## config.mk

```make
export PLATFORM = sky130hd
export DESIGN_NAME = lam_ram
export DESIGN_NICKNAME = d
export VERILOG_FILES = /design/src/design/labeled_adjacency_matrix_macros.svh /design/src/design/lam_ram.sv
export SDC_FILE = /design/constraint.sdc
export NUM_CORES = 1
export LEC_CHECK = 0
export BUFFER_PORTS_ARGS = -buffer_cell sky130_fd_sc_hd__buf_2
export CELL_PAD_IN_SITES_DETAIL_PLACEMENT = 1
export CELL_PAD_IN_SITES_GLOBAL_PLACEMENT = 2
export CORE_MARGIN = 2
export CORE_UTILIZATION = 48
export DETAILED_ROUTE_END_ITERATION = 16
export GPL_ROUTABILITY_DRIVEN = 0
export PLACE_DENSITY = 0.77
export SETUP_SLACK_MARGIN = 0.02
export SLEW_MARGIN = 0
export SYNTH_ARGS = -nofsm -noshare
export SYNTH_HDL_FRONTEND = slang
export SYNTH_SLANG_ARGS = --single-unit
```

## constraint.sdc

```tcl
create_clock -name clk -period 2.5 [get_ports clk]
set_clock_uncertainty 0.1 [all_clocks]
set_input_delay 0.5 -clock clk [delete_from_list [all_inputs] [get_ports clk]]
set_output_delay 0.5 -clock clk [all_outputs]
set_load 0.01 [all_outputs]
```

## src/design/labeled_adjacency_matrix_macros.svh

```systemverilog
// ----------------------------------------------------------------------------
// labeled adjacency matrix assertion macros
// Shared property macros for the graph store; empty when NO_ASSERTIONS is set.
// ----------------------------------------------------------------------------
`ifndef LABELED_ADJACENCY_MATRIX_MACROS_SVH
`define LABELED_ADJACENCY_MATRIX_MACROS_SVH

`ifndef NO_ASSERTIONS
// same-cycle implication
`define LAM_ASSERT_IMP(name, clk, rst, ante, cons, msg) \
  name: assert property (@(posedge clk) disable iff (rst) (ante) |-> (cons)) \
    else $error(msg);
// next-cycle implication
`define LAM_ASSERT_NXT(name, clk, rst, ante, cons, msg) \
  name: assert property (@(posedge clk) disable iff (rst) (ante) |=> (cons)) \
    else $error(msg);
`else
`define LAM_ASSERT_IMP(name, clk, rst, ante, cons, msg)
`define LAM_ASSERT_NXT(name, clk, rst, ante, cons, msg)
`endif

`endif

```

## src/design/lam_ram.sv

```systemverilog
// ----------------------------------------------------------------------------
// lam_ram
// Simple dual-port RAM: one write port, one read port with registered data.
// ----------------------------------------------------------------------------
module lam_ram #(
  parameter int WIDTH = 8,
  parameter int DEPTH = 16
) (
  input  logic                     clk,
  input  logic                     we,
  input  logic [$clog2(DEPTH)-1:0] waddr,
  input  logic [WIDTH-1:0]         wdata,
  input  logic [$clog2(DEPTH)-1:0] raddr,
  output logic [WIDTH-1:0]         rdata
);

  logic [WIDTH-1:0] mem [DEPTH];

  // write port
  always_ff @(posedge clk) begin
    if (we) begin
      mem[waddr] <= wdata;
    end
  end

  // registered read
  always_ff @(posedge clk) begin
    rdata <= mem[raddr];
  end

endmodule

```

==> flow_metrics.tcl <==
set metrics [dict create \
    grt_max_degree 33 \
    yosysWarnings 0 \
    ant_nets 0 \
    synth.area.top_cells "edfxtp_1, mux4_2, mux4_1" \
    ys_seq_elements 136 \
    yosysTopAreaCellShare 0.747 \
    synth.net_count 247 \
    synth_area_leader_cell "edfxtp_1" \
    first_iter_violations 204 \
    hp-class "in -> reg" \
    wl_per_cell_microns 25.4 \
    finalCriticalPeriod_ps 1710 \
    grt.total_usage 0.210 \
    critPathMaxFanout 14 \
    met1_length_microns 4710 \
    maxSlewViolCount 0 \
    grt_pass1_wl_microns 16700 \
    yosysUniqueCellTypes 19 \
    power_mw 5.34 \
    worst_pin_slew_ps 436 \
    clkLatencyLatePin_ps 510 \
    path_clk_slew_ps 60 \
    firstDrtPassIters 6 \
    layout_commonest_cell "edfxtp_1" \
    antenna_found_initial 0 \
    fill_cells 894 \
    finalWorstSetupSlack_ps 791 \
    cts_tree "done" \
    postSynthCellCount 229 \
    max_stage_delay_ps 590 \
    status "complete, no violations" \
    cts_hold_buf 0 \
    htree_num_levels 4 \
    final_net_count 302 \
    cts_sinks 136 \
    powerDensity_nw_per_um2 868 \
    postSynthAreaPerCell_sq_um 22.5 \
    post-place-ws_ps 213 \
    routed.top_layer "met4" \
    grt_pass1_vias 2701 \
    required_ps 2790 \
    area.growth.synth_to_final_pct 19.5 \
    drt_drc_violations_left 0 \
    dieWidth_microns 108 \
    crit_type "in -> reg" \
    seq_area_frac_synth 0.778 \
    routed_wl_microns 11000 \
    cts_root_buf "clkbuf_8" \
    crit_chain "buf_2, buf_12, mux4_1, a22oi_1, nand2_1" \
    leakage_nw 2.11 \
    hold_viol 0 \
    vias_per_cell 5.73 \
    cp_num_buf_inv 2 \
    fmax_mhz 585 \
    port_buffers 25 \
    slew_headroom 0.710 \
    fin_hold_ws_ps 272 \
    clock_path_buffers 2 \
    report.final.setup_viol 0 \
    syn_area_sq_um 5150 \
    worstPathArrival_ps 2000 \
    cts_made_buffers 17 \
    final_cell_mix "edfxtp_1, buf_2, mux4_2, buf_4" \
    fp.dieArea_sq_um 11600 \
    cp_top_family "multiplexers" \
    rows 37 \
    grt_setup_unrepaired "false" \
    setup_tns_ps 0 \
    slowest_stage "mux4_1" \
    dr_wl_met2_microns 5610 \
    vdd_drop_max_mv 0.380 \
    dr_total_vias 2482 \
    start_kind "input pin" \
    cts_setup_buffers 0 \
    grt.overflow.total 0 \
    wl_met3_microns 581 \
    hpwl_microns 6640 \
    initial_core_util 0.496 \
    worstSetupEndpointType "flop" \
    cts_resized 0 \
    min_period_over_period 0.684 \
    layout-drive-gt1-share 0.320 \
    dieHeight_microns 108 \
    coreArea_sq_um 10400 \
    pin_count 26 \
    cap_violations 0 \
    antenna_cells 0 \
]
==> cells in the mapped netlist <==
cell type,instances
a22oi_1,16
and2_1,1
and2b_1,1
buf_2,3
buf_4,1
buf_6,3
clkdlybuf4s25_2,3
dfxtp_1,8
edfxtp_1,128
mux4_1,14
mux4_2,18
nand2_1,9
nand2b_1,2
nand3_1,1
nand3b_1,2
nor2_1,13
nor2b_1,1
nor3_1,4
or3b_2,1
==> per-layer routing <==
metal,global-route usage,up-vias
met1,0.282,1316
met4,0.0714,0
met3,0.0490,9
li1,-,1084
met2,0.341,73
met5,0,-
==> per-stage QoR <==
stage | instance area, sq um | util | std cells
after CTS | 6150 | 0.593 | 433
after detailed placement | 5550 | 0.535 | 401
after global placement | 5550 | 0.535 | 401
after floorplan | 5150 | - | 229
final | 6150 | 0.593 | 433
after global routing | 6150 | 0.593 | 433
==> cell families (layout without fill, tap and decap cells) <==
kind of cell,Yosys count,in the layout,synth area share
AOI/OAI and AO/OA,16,16,0.0233
buffers and inverters,10,78,0.0168
DFF,136,136,0.778
muxes,32,32,0.150
and+or+nand+nor,35,35,0.0318
==> where the power goes <==
group          total (mW)  internal, mW  switching, mW
Sequential           2.57          2.55         0.0174
Combinational       0.246         0.107          0.139
Clock                2.53          1.61          0.916
==> cell type report <==
type                            instances  area, sq um  share of cell area
Clock buffer                           19          422              0.0685
Clock inverter                         13          179              0.0291
Multi-Input combinational cell         83         1060               0.172
Sequential cell                       136         4000               0.651
Tap cell                              136          170              0.0277
Timing Repair Buffer                   46          320              0.0521
==> registers in the layout, indices dropped and copies added (netlist names) <==
register / flops
mem: 128
rdata: 8
==> worst paths after layout <==
| kind | startpoint | endpoint | slack [ps] | cells past startpoint |
|---|---|---|---|---|
| max reg2reg | mem[3][5]$_DFFE_PP_ | rdata[5]$_DFF_P_ | 970 | 3 |
| min reg2reg | mem[12][3]$_DFFE_PP_ | rdata[3]$_DFF_P_ | 570 | 3 |
| max | raddr[0] | rdata[5]$_DFF_P_ | 790 | 5 |
| min | wdata[5] | mem[3][5]$_DFFE_PP_ | 270 | 1 |
Note: power is estimated with default switching activity, not from simulation.
